===== config.mk =====
export PLATFORM = sky130hd
export DESIGN_NAME = crt_congruence_combiner
export DESIGN_NICKNAME = d
export VERILOG_FILES = /design/src/rtl/crt_pkg.sv /design/src/rtl/crt_congruence_combiner.sv
export SDC_FILE = /design/constraint.sdc
export NUM_CORES = 2
export LEC_CHECK = 0
export ABC_AREA = 1
export BUFFER_PORTS_ARGS = -buffer_cell sky130_fd_sc_hd__buf_2
export CAP_MARGIN = 20
export CORE_UTILIZATION = 30
export DETAILED_ROUTE_END_ITERATION = 12
export GPL_TIMING_DRIVEN = 1
export SKIP_LAST_GASP = 1
export SYNTH_ARGS = -nofsm -noshare
export SYNTH_HDL_FRONTEND = slang
export SYNTH_SLANG_ARGS = --single-unit

===== constraint.sdc =====
create_clock -name clk_i -period 24 [get_ports clk_i]
set_clock_uncertainty 0.05 [all_clocks]
set_input_delay 2.4 -clock clk_i [delete_from_list [all_inputs] [get_ports clk_i]]
set_output_delay 2.4 -clock clk_i [all_outputs]
set_load 0.005 [all_outputs]

===== src/rtl/crt_pkg.sv =====
// Package: widths and default parameters of the congruence combiner.
package crt_pkg;
  localparam int unsigned MODULUS_BITS_DEF = 31;
  localparam int unsigned ACCUM_BITS_DEF   = 63;
  localparam int unsigned RESIDUE_BITS     = 32;
  localparam int unsigned OUT_BITS         = 63;
endpackage


===== src/rtl/crt_congruence_combiner.sv =====
// Congruence combiner: merges a run of congruences by extended Euclid into one solution.
//
//  channel | direction | fields                                         | handshake
//  in      | input     | residue_i, modulus_i, last_i                   | in_valid_i / in_ready_o
//  out     | output    | solution_o, combined_modulus_o, no_solution_o, | out_valid_o / out_ready_i
//          |           | overflow_o                                     |
//
// One beat at a time: a shared restoring divider and a shift-add multiplier run under the
// sequencer below; a merge runs one Euclid step after another and stops short where a
// conflict or overflow is found, and once the run is already flagged a beat only has its
// residue reduced.
// Reset clears the running congruence to x = 0 (mod 1); no clearing pass is needed.
// in_ready_o is high only in idle; a last beat waits at the end for a free output register.
module crt_congruence_combiner
  import crt_pkg::*;
#(
  parameter int unsigned MODULUS_BITS = MODULUS_BITS_DEF,
  parameter int unsigned ACCUM_BITS   = ACCUM_BITS_DEF
) (
  input  logic                    clk_i,
  input  logic                    rst_ni,
  input  logic                    in_valid_i,
  output logic                    in_ready_o,
  input  logic [RESIDUE_BITS-1:0] residue_i,
  input  logic [MODULUS_BITS-1:0] modulus_i,
  input  logic                    last_i,
  output logic                    out_valid_o,
  input  logic                    out_ready_i,
  output logic [OUT_BITS-1:0]     solution_o,
  output logic [OUT_BITS-1:0]     combined_modulus_o,
  output logic                    no_solution_o,
  output logic                    overflow_o
);

  localparam int unsigned W   = MODULUS_BITS;
  localparam int unsigned A   = ACCUM_BITS;
  localparam int unsigned MW  = (A > W) ? A : W;
  localparam int unsigned DW0 = (A > 2 * W) ? A : 2 * W;
  localparam int unsigned DW  = (DW0 > RESIDUE_BITS) ? DW0 : RESIDUE_BITS;
  localparam int unsigned CW  = $clog2(DW + 1);
  localparam int unsigned SW  = W + 2;
  localparam int unsigned PW  = MW + W;

  typedef enum logic [3:0] {
    S_IDLE, S_RED, S_MR, S_RR, S_ECHK, S_EUC, S_DG, S_N,
    S_MN, S_SM, S_DS, S_K, S_MK, S_DONE
  } state_e;

  state_e state_q;

  // shared units
  logic [DW-1:0]        dvd_q;
  logic [W-1:0]         rem_q, dsr_q;
  logic [CW-1:0]        cnt_q;
  logic [MW-1:0]        mca_q;
  logic [W-1:0]         mcb_q;
  logic [PW-1:0]        acc_q;

  // merge state
  logic [A-1:0]         m_q, r_q, p_q;
  logic                 conf_q, ovf_q, start_q;
  logic [W-1:0]         m2_q, red_q, d_q, za_q, zb_q, dg_q, n_q, sn_q;
  logic signed [SW-1:0] sa_q, sb_q, prod_q;
  logic                 neg_q, sneg_q, last_q;

  // output register
  logic                 ov_q, ns_q, of_q;
  logic [OUT_BITS-1:0]  sol_q, cm_q;

  // divider step
  logic [W:0]           rem_sh, rem_sub;
  logic                 ge;
  logic [W-1:0]         rem_n;
  logic signed [SW-1:0] prod_n;
  logic [PW-1:0]        acc_n;
  logic [W:0]           d_diff;
  logic [RESIDUE_BITS-1:0] mag;
  logic [W-1:0]         m2_in, sabs;

  assign rem_sh  = {rem_q, dvd_q[DW-1]};
  assign rem_sub = rem_sh - {1'b0, dsr_q};
  assign ge      = rem_sh >= {1'b0, dsr_q};
  assign rem_n   = ge ? rem_sub[W-1:0] : rem_sh[W-1:0];
  assign prod_n  = (prod_q <<< 1) + (ge ? sb_q : SW'(0));

  // multiplier step, MSB of multiplier first
  assign acc_n = {acc_q[PW-2:0], 1'b0} + (mcb_q[W-1] ? PW'(mca_q) : PW'(0));

  // operand preparation
  assign mag    = residue_i[RESIDUE_BITS-1] ? (~residue_i + 1'b1) : residue_i;
  assign m2_in  = (modulus_i == '0) ? W'(1) : modulus_i;
  assign d_diff = {1'b0, red_q} - {1'b0, rem_q};
  assign sabs   = sa_q[SW-1] ? W'(-sa_q) : W'(sa_q);

  assign in_ready_o         = (state_q == S_IDLE);
  assign out_valid_o        = ov_q;
  assign solution_o         = sol_q;
  assign combined_modulus_o = cm_q;
  assign no_solution_o      = ns_q;
  assign overflow_o         = of_q;

  // sequencer, datapath and output register
  always_ff @(posedge clk_i or negedge rst_ni) begin
    if (!rst_ni) begin
      state_q <= S_IDLE;
      cnt_q   <= '0;
      m_q     <= A'(1);
      r_q     <= '0;
      conf_q  <= 1'b0;
      ovf_q   <= 1'b0;
      start_q <= 1'b1;
      ov_q    <= 1'b0;
    end else begin
      if (ov_q && out_ready_i && !(state_q == S_DONE && last_q)) ov_q <= 1'b0;
      unique case (state_q)
        S_IDLE: begin
          if (in_valid_i) begin
            neg_q  <= residue_i[RESIDUE_BITS-1];
            last_q <= last_i;
            m2_q   <= m2_in;
            dvd_q  <= DW'(mag);
            dsr_q  <= m2_in;
            rem_q  <= '0;
            cnt_q  <= CW'(DW);
            state_q <= S_RED;
          end
        end
        S_RED, S_MR, S_RR, S_EUC, S_DG, S_N, S_SM, S_K: begin
          if (cnt_q != '0) begin
            rem_q  <= rem_n;
            dvd_q  <= {dvd_q[DW-2:0], ge};
            prod_q <= prod_n;
            cnt_q  <= cnt_q - 1'b1;
          end else begin
            unique case (state_q)
              S_RED: begin
                red_q <= (neg_q && rem_q != '0) ? m2_q - rem_q : rem_q;
                if (start_q || (!conf_q && !ovf_q)) begin
                  if (start_q) begin
                    m_q    <= A'(1);
                    r_q    <= '0;
                    conf_q <= 1'b0;
                    ovf_q  <= 1'b0;
                    start_q <= 1'b0;
                  end
                  dvd_q  <= start_q ? DW'(1) : DW'(m_q);
                  dsr_q  <= m2_q;
                  rem_q  <= '0;
                  cnt_q  <= CW'(DW);
                  state_q <= S_MR;
                end else begin
                  state_q <= S_DONE;
                end
              end
              S_MR: begin
                za_q  <= rem_q;
                dvd_q <= DW'(r_q);
                rem_q <= '0;
                cnt_q <= CW'(DW);
                state_q <= S_RR;
              end
              S_RR: begin
                d_q  <= d_diff[W] ? d_diff[W-1:0] + m2_q : d_diff[W-1:0];
                zb_q <= m2_q;
                sa_q <= SW'(1);
                sb_q <= '0;
                state_q <= S_ECHK;
              end
              S_EUC: begin
                za_q <= zb_q;
                zb_q <= rem_q;
                sa_q <= sb_q;
                sb_q <= sa_q - prod_q;
                state_q <= S_ECHK;
              end
              S_DG: begin
                if (rem_q != '0) begin
                  conf_q  <= 1'b1;
                  state_q <= S_DONE;
                end else begin
                  dg_q  <= dvd_q[W-1:0];
                  dvd_q <= DW'(m2_q);
                  rem_q <= '0;
                  cnt_q <= CW'(DW);
                  state_q <= S_N;
                end
              end
              S_N: begin
                n_q   <= dvd_q[W-1:0];
                mca_q <= MW'(m_q);
                mcb_q <= dvd_q[W-1:0];
                acc_q <= '0;
                cnt_q <= CW'(W);
                state_q <= S_MN;
              end
              S_SM: begin
                sn_q  <= (sneg_q && rem_q != '0) ? n_q - rem_q : rem_q;
                mca_q <= MW'(dg_q);
                mcb_q <= (sneg_q && rem_q != '0) ? n_q - rem_q : rem_q;
                acc_q <= '0;
                cnt_q <= CW'(W);
                state_q <= S_DS;
              end
              default: begin
                // S_K: k is ready, form M * k
                mca_q <= MW'(m_q);
                mcb_q <= rem_q;
                acc_q <= '0;
                cnt_q <= CW'(W);
                state_q <= S_MK;
              end
            endcase
          end
        end
        S_ECHK: begin
          dvd_q  <= (zb_q == '0) ? DW'(d_q) : DW'(za_q);
          dsr_q  <= (zb_q == '0) ? za_q : zb_q;
          rem_q  <= '0;
          prod_q <= '0;
          cnt_q  <= CW'(DW);
          state_q <= (zb_q == '0) ? S_DG : S_EUC;
        end
        S_MN, S_DS, S_MK: begin
          if (cnt_q != '0) begin
            acc_q <= acc_n;
            mcb_q <= {mcb_q[W-2:0], 1'b0};
            cnt_q <= cnt_q - 1'b1;
          end else begin
            unique case (state_q)
              S_MN: begin
                if (acc_q[PW-1:A] != '0) begin
                  ovf_q   <= 1'b1;
                  state_q <= S_DONE;
                end else begin
                  p_q    <= acc_q[A-1:0];
                  sneg_q <= sa_q[SW-1];
                  dvd_q  <= DW'(sabs);
                  dsr_q  <= n_q;
                  rem_q  <= '0;
                  cnt_q  <= CW'(DW);
                  state_q <= S_SM;
                end
              end
              S_DS: begin
                dvd_q <= DW'(acc_q[2*W-1:0]);
                rem_q <= '0;
                cnt_q <= CW'(DW);
                state_q <= S_K;
              end
              default: begin
                r_q <= r_q + acc_q[A-1:0];
                m_q <= p_q;
                state_q <= S_DONE;
              end
            endcase
          end
        end
        S_DONE: begin
          if (!last_q) begin
            state_q <= S_IDLE;
          end else if (!ov_q || out_ready_i) begin
            ov_q    <= 1'b1;
            ns_q    <= conf_q;
            of_q    <= ovf_q && !conf_q;
            sol_q   <= (conf_q || ovf_q) ? '0 : OUT_BITS'(r_q);
            cm_q    <= conf_q ? OUT_BITS'(1) : OUT_BITS'(m_q | {A{ovf_q}});
            start_q <= 1'b1;
            state_q <= S_IDLE;
          end
        end
        default: state_q <= S_IDLE;
      endcase
    end
  end

  // checks
  a_flags_excl: assert property (@(posedge clk_i) disable iff (!rst_ni)
    out_valid_o |-> !(no_solution_o && overflow_o))
    else $error("both result flags set");
  a_flag_zero: assert property (@(posedge clk_i) disable iff (!rst_ni)
    (out_valid_o && (no_solution_o || overflow_o)) |-> (solution_o == '0))
    else $error("flagged result carries a value");
  a_cnt_range: assert property (@(posedge clk_i) disable iff (!rst_ni)
    cnt_q <= CW'(DW))
    else $error("step counter out of range");
  a_start_kept: assert property (@(posedge clk_i) disable iff (!rst_ni)
    (state_q == S_IDLE && in_valid_i) |=> (state_q == S_RED && cnt_q == CW'(DW)))
    else $error("beat did not start reduction");

endmodule

==> out/qor.csv <==
stage,metric,value,unit
global_routing,total grt overflow,0,
synth,syn_area_per_cell,7.243,sq um
synth,predominant post-synthesis flop cell,edfxtp_1,
sta,Period minus WS final,5.147,ns
detailed_routing,via count,67400,
layout,Nets,10070,
synth,most area-consuming cells after synthesis,"edfxtp_1 (36%), nand2_1 (15%), inv_1 (7.6%)",
die,total die area,232300,sq um
synth,Mapped Nets,9960,
sta,Worst-Margin Slew,1.316,ns
die,Rows,175,
detailed_routing,initial drt markers,8599,
synth,Compound-Gate Fraction of Synth Area,14.54,%
global_routing,vias in the first global route,62620,
placement,gp weighted congestion,1.022,
layout,"leading cell type in the layout, fill and taps excluded",nand2_1,
placement,# port buffers,197,
synth,Post-Synth Simple-Gate Area,27.31,%
detailed_routing,antenna-violating nets left,0,
global_routing,antenna violations before repair,56,
die,width of the die,481.9,microns
cts,htree depth,3,
global_routing,largest net degree at the start of global routing,141,
synth,number of enable flip-flop cells after synthesis,823,
power_and_ir_drop,VDD IR max,0.08789,mV
cts,CTS tree,built,
synth,largest family of logic cells by synthesized area,simple AND/OR/NAND/NOR gates,
min_path,min-delay worst type,reg2reg,
detailed_routing,1st-pass router iterations,7,
placement,Setup WS pre-CTS,18.18,ns
synth,YS warnings,0,
synth,cell accounting for the most synthesized area,edfxtp_1,
worst_setup_path,crit start category,register,
synth,mux contribution to synthesized area,0,%
sta,final worst slack,18.85,ns
cts,clock buffer depth,3,
synth,Synth Area in XOR/XNOR,1.470,%
sta,RSZ-0062 raised after global routing,no,
global_routing,Total GRT Usage,25.55,%
synth,"Distinct cells, synth",61,
run_status,status,finished clean,
layout,most frequent cells in the layout,"nand2_1 (2674), inv_1 (1406), nor2_1 (1058)",
sta,fin crit share,21.45,%
cts,CTS Hold Bufs,0,
worst_setup_path,worst path arrival time,5.63,ns
synth,Post-Syn Area,69100,sq um
sta,WHS,0.4147,ns
cts,Worst-path clk slew,0.07,ns
die,die height,481.9,microns
detailed_routing,wire per inst,23.80,microns
sta,FMAX,0.1943,GHz
synth,synthesized flop and latch total,963,
sta,Final setup viols,0,
synth,adder-cell share of the synthesized area,6.453,%
cts,TritonCTS buffer count,112,
die,core area,228200,sq um
layout,fillers,24550,
placement,HPWL Detailed,241100,microns
cts,total clock sinks,963,
cts,root cell of the clock tree,clkbuf_16,
detailed_routing,Residual DRC,0,
worst_setup_path,worst path required time,24.48,ns
power_and_ir_drop,Leakage Power,0.03450,uW
cts,Resized cells post-CTS,0,
layout,share of cells above drive strength 1,5.666,%
layout,area added between synthesis and finish,11.94,%
job,max-cap viol count,0,
die,Starting Density,30.29,%
sta,max-slew violations,0,
synth,area share of the largest cell type after synthesis,35.76,%
sta,Sum Neg Setup Slack,0,ns
sta,"Hold Vio Cnt, Final",0,
cts,clk_lat worst skew,0.82,ns
power_and_ir_drop,pwr dens,135.3,nW/um^2
worst_setup_path,crit path max fanout,38,
detailed_routing,vias per cell,5.277,
global_routing,first-pass GRT wire length,433900,microns
worst_setup_path,Worst setup EP type,register,
sta,Relative slew margins,11.59,%
worst_setup_path,WS Path Type,reg2reg,
die,IO Pins,198,
cts,# Post-CTS Setup Buffers,0,
detailed_routing,Post-Route WL,304000,microns
synth,Async SR Flop Fraction,14.54,%
synth,"Seq/Total Area, Yosys",40.84,%
synth,Syn Inst Count,9541,
==> power by group <==
group / internal, uW / leakage [uW] / total (uW) / switching (uW)
Clock: 1030 / 0.00184 / 1820 / 793
Combinational: 1670 / 0.0232 / 5880 / 4210
Sequential: 2390 / 0.00949 / 2760 / 368
Total: 5090 / 0.0345 / 10500 / 5370
==> final cells by class <==
cell class	count	area, sq um	area share, %
inverters	1423	5349	6.915
flip-flops and latches	963	28220	36.49
repair buffers	273	1575	2.036
multi-input cells	6876	34560	44.67
clock buffers	140	2989	3.864
diodes	20	50.05	0.06470
well taps	3009	3765	4.867
clock inverters	68	845.8	1.093
==> cells by family after synthesis <==
group	count (synthesis)
and+or+nand+nor	4635
AOI/OAI and AO/OA	1774
buffers and inverters	1702
DFF	963
adders and majority gates	351
xor gates and xnor gates	116
==> cell usage after synthesis, types with 41 or more instances <==
| cell | n |
|---|---|
| nand2_1 | 2678 |
| inv_1 | 1407 |
| nor2_1 | 1066 |
| edfxtp_1 | 823 |
| a21oi_1 | 695 |
| o21ai_0 | 632 |
| nand3_1 | 566 |
| ha_1 | 342 |
| clkbuf_1 | 215 |
| dfrtp_1 | 138 |
| nand4_1 | 104 |
| nor3_1 | 98 |
| o211ai_1 | 72 |
| xnor2_1 | 68 |
| xor2_1 | 48 |
| o21ai_1 | 41 |
==> per-layer routing <==
| layer | vias up | GRT usage [%] | wire, microns |
|---|---|---|---|
| met3 | 477 | 5.466 | 31550 |
| met5 | - | 0 | 341 |
| met2 | 3230 | 38.12 | 128400 |
| li1 | 31830 | - | - |
| met4 | 50 | 9.899 | 12640 |
| met1 | 31810 | 35.83 | 131100 |
==> worst max-delay path, cell delays in order (launching register included) <==
cell and delay, ns:
edfxtp_1 0.53, inv_1 0.25, fa_1 0.51, inv_1 0.07, nand2_1 0.08, nand2_1 0.08
nand3b_1 0.08, nand2_1 0.21, nand2_1 0.11, nand3_1 0.12, nand2_1 0.08, nand2_2 0.26
inv_1 0.07, buf_4 0.28, nor2_1 0.17, ha_1 0.21, fa_1 0.20, nand2_1 0.07
nand2_1 0.06, o21ai_0 0.16, o21ai_0 0.44, inv_1 0.08, o21bai_1 0.29, nand3_1 0.12
nand3_1 0.12, nand2_1 0.06, nand2_1 0.05, nor2_1 0.05
==> registers in the layout, indices dropped and copies added (netlist names), 63 cells and up <==
signal / count
dvd_q: 63
m_q: 63
mca_q: 63
r_q: 63
acc_q: 94
solution_o: 63
p_q: 63
combined_modulus_o: 63
==> final timing paths <==
check,from,endpoint,slack (ns),cells past startpoint
worst max-delay path,rem_q[0],prod_q[27],18.85,27
worst min-delay path,p_q[60],m_q[60],0.41,2
worst max register to register,rem_q[0],prod_q[27],18.85,27
worst min register to register,p_q[60],m_q[60],0.41,2
max in group asynchronous,rst_ni,m_q[7],20.81,3
min in group asynchronous,rst_ni,m_q[50],1.43,1
==> through the flow <==
stage	util (%)	instances	instance area [sq um]	total power (uW)
floorplan	-	9541	69100	6481
global placement	32.20	12540	73470	8505
detailed placement	32.20	12540	73470	8487
CTS	33.88	12750	77310	10330
global route	33.89	12760	77330	11100
finish	33.90	12770	77360	10460
(Power assumes the default switching activity.)
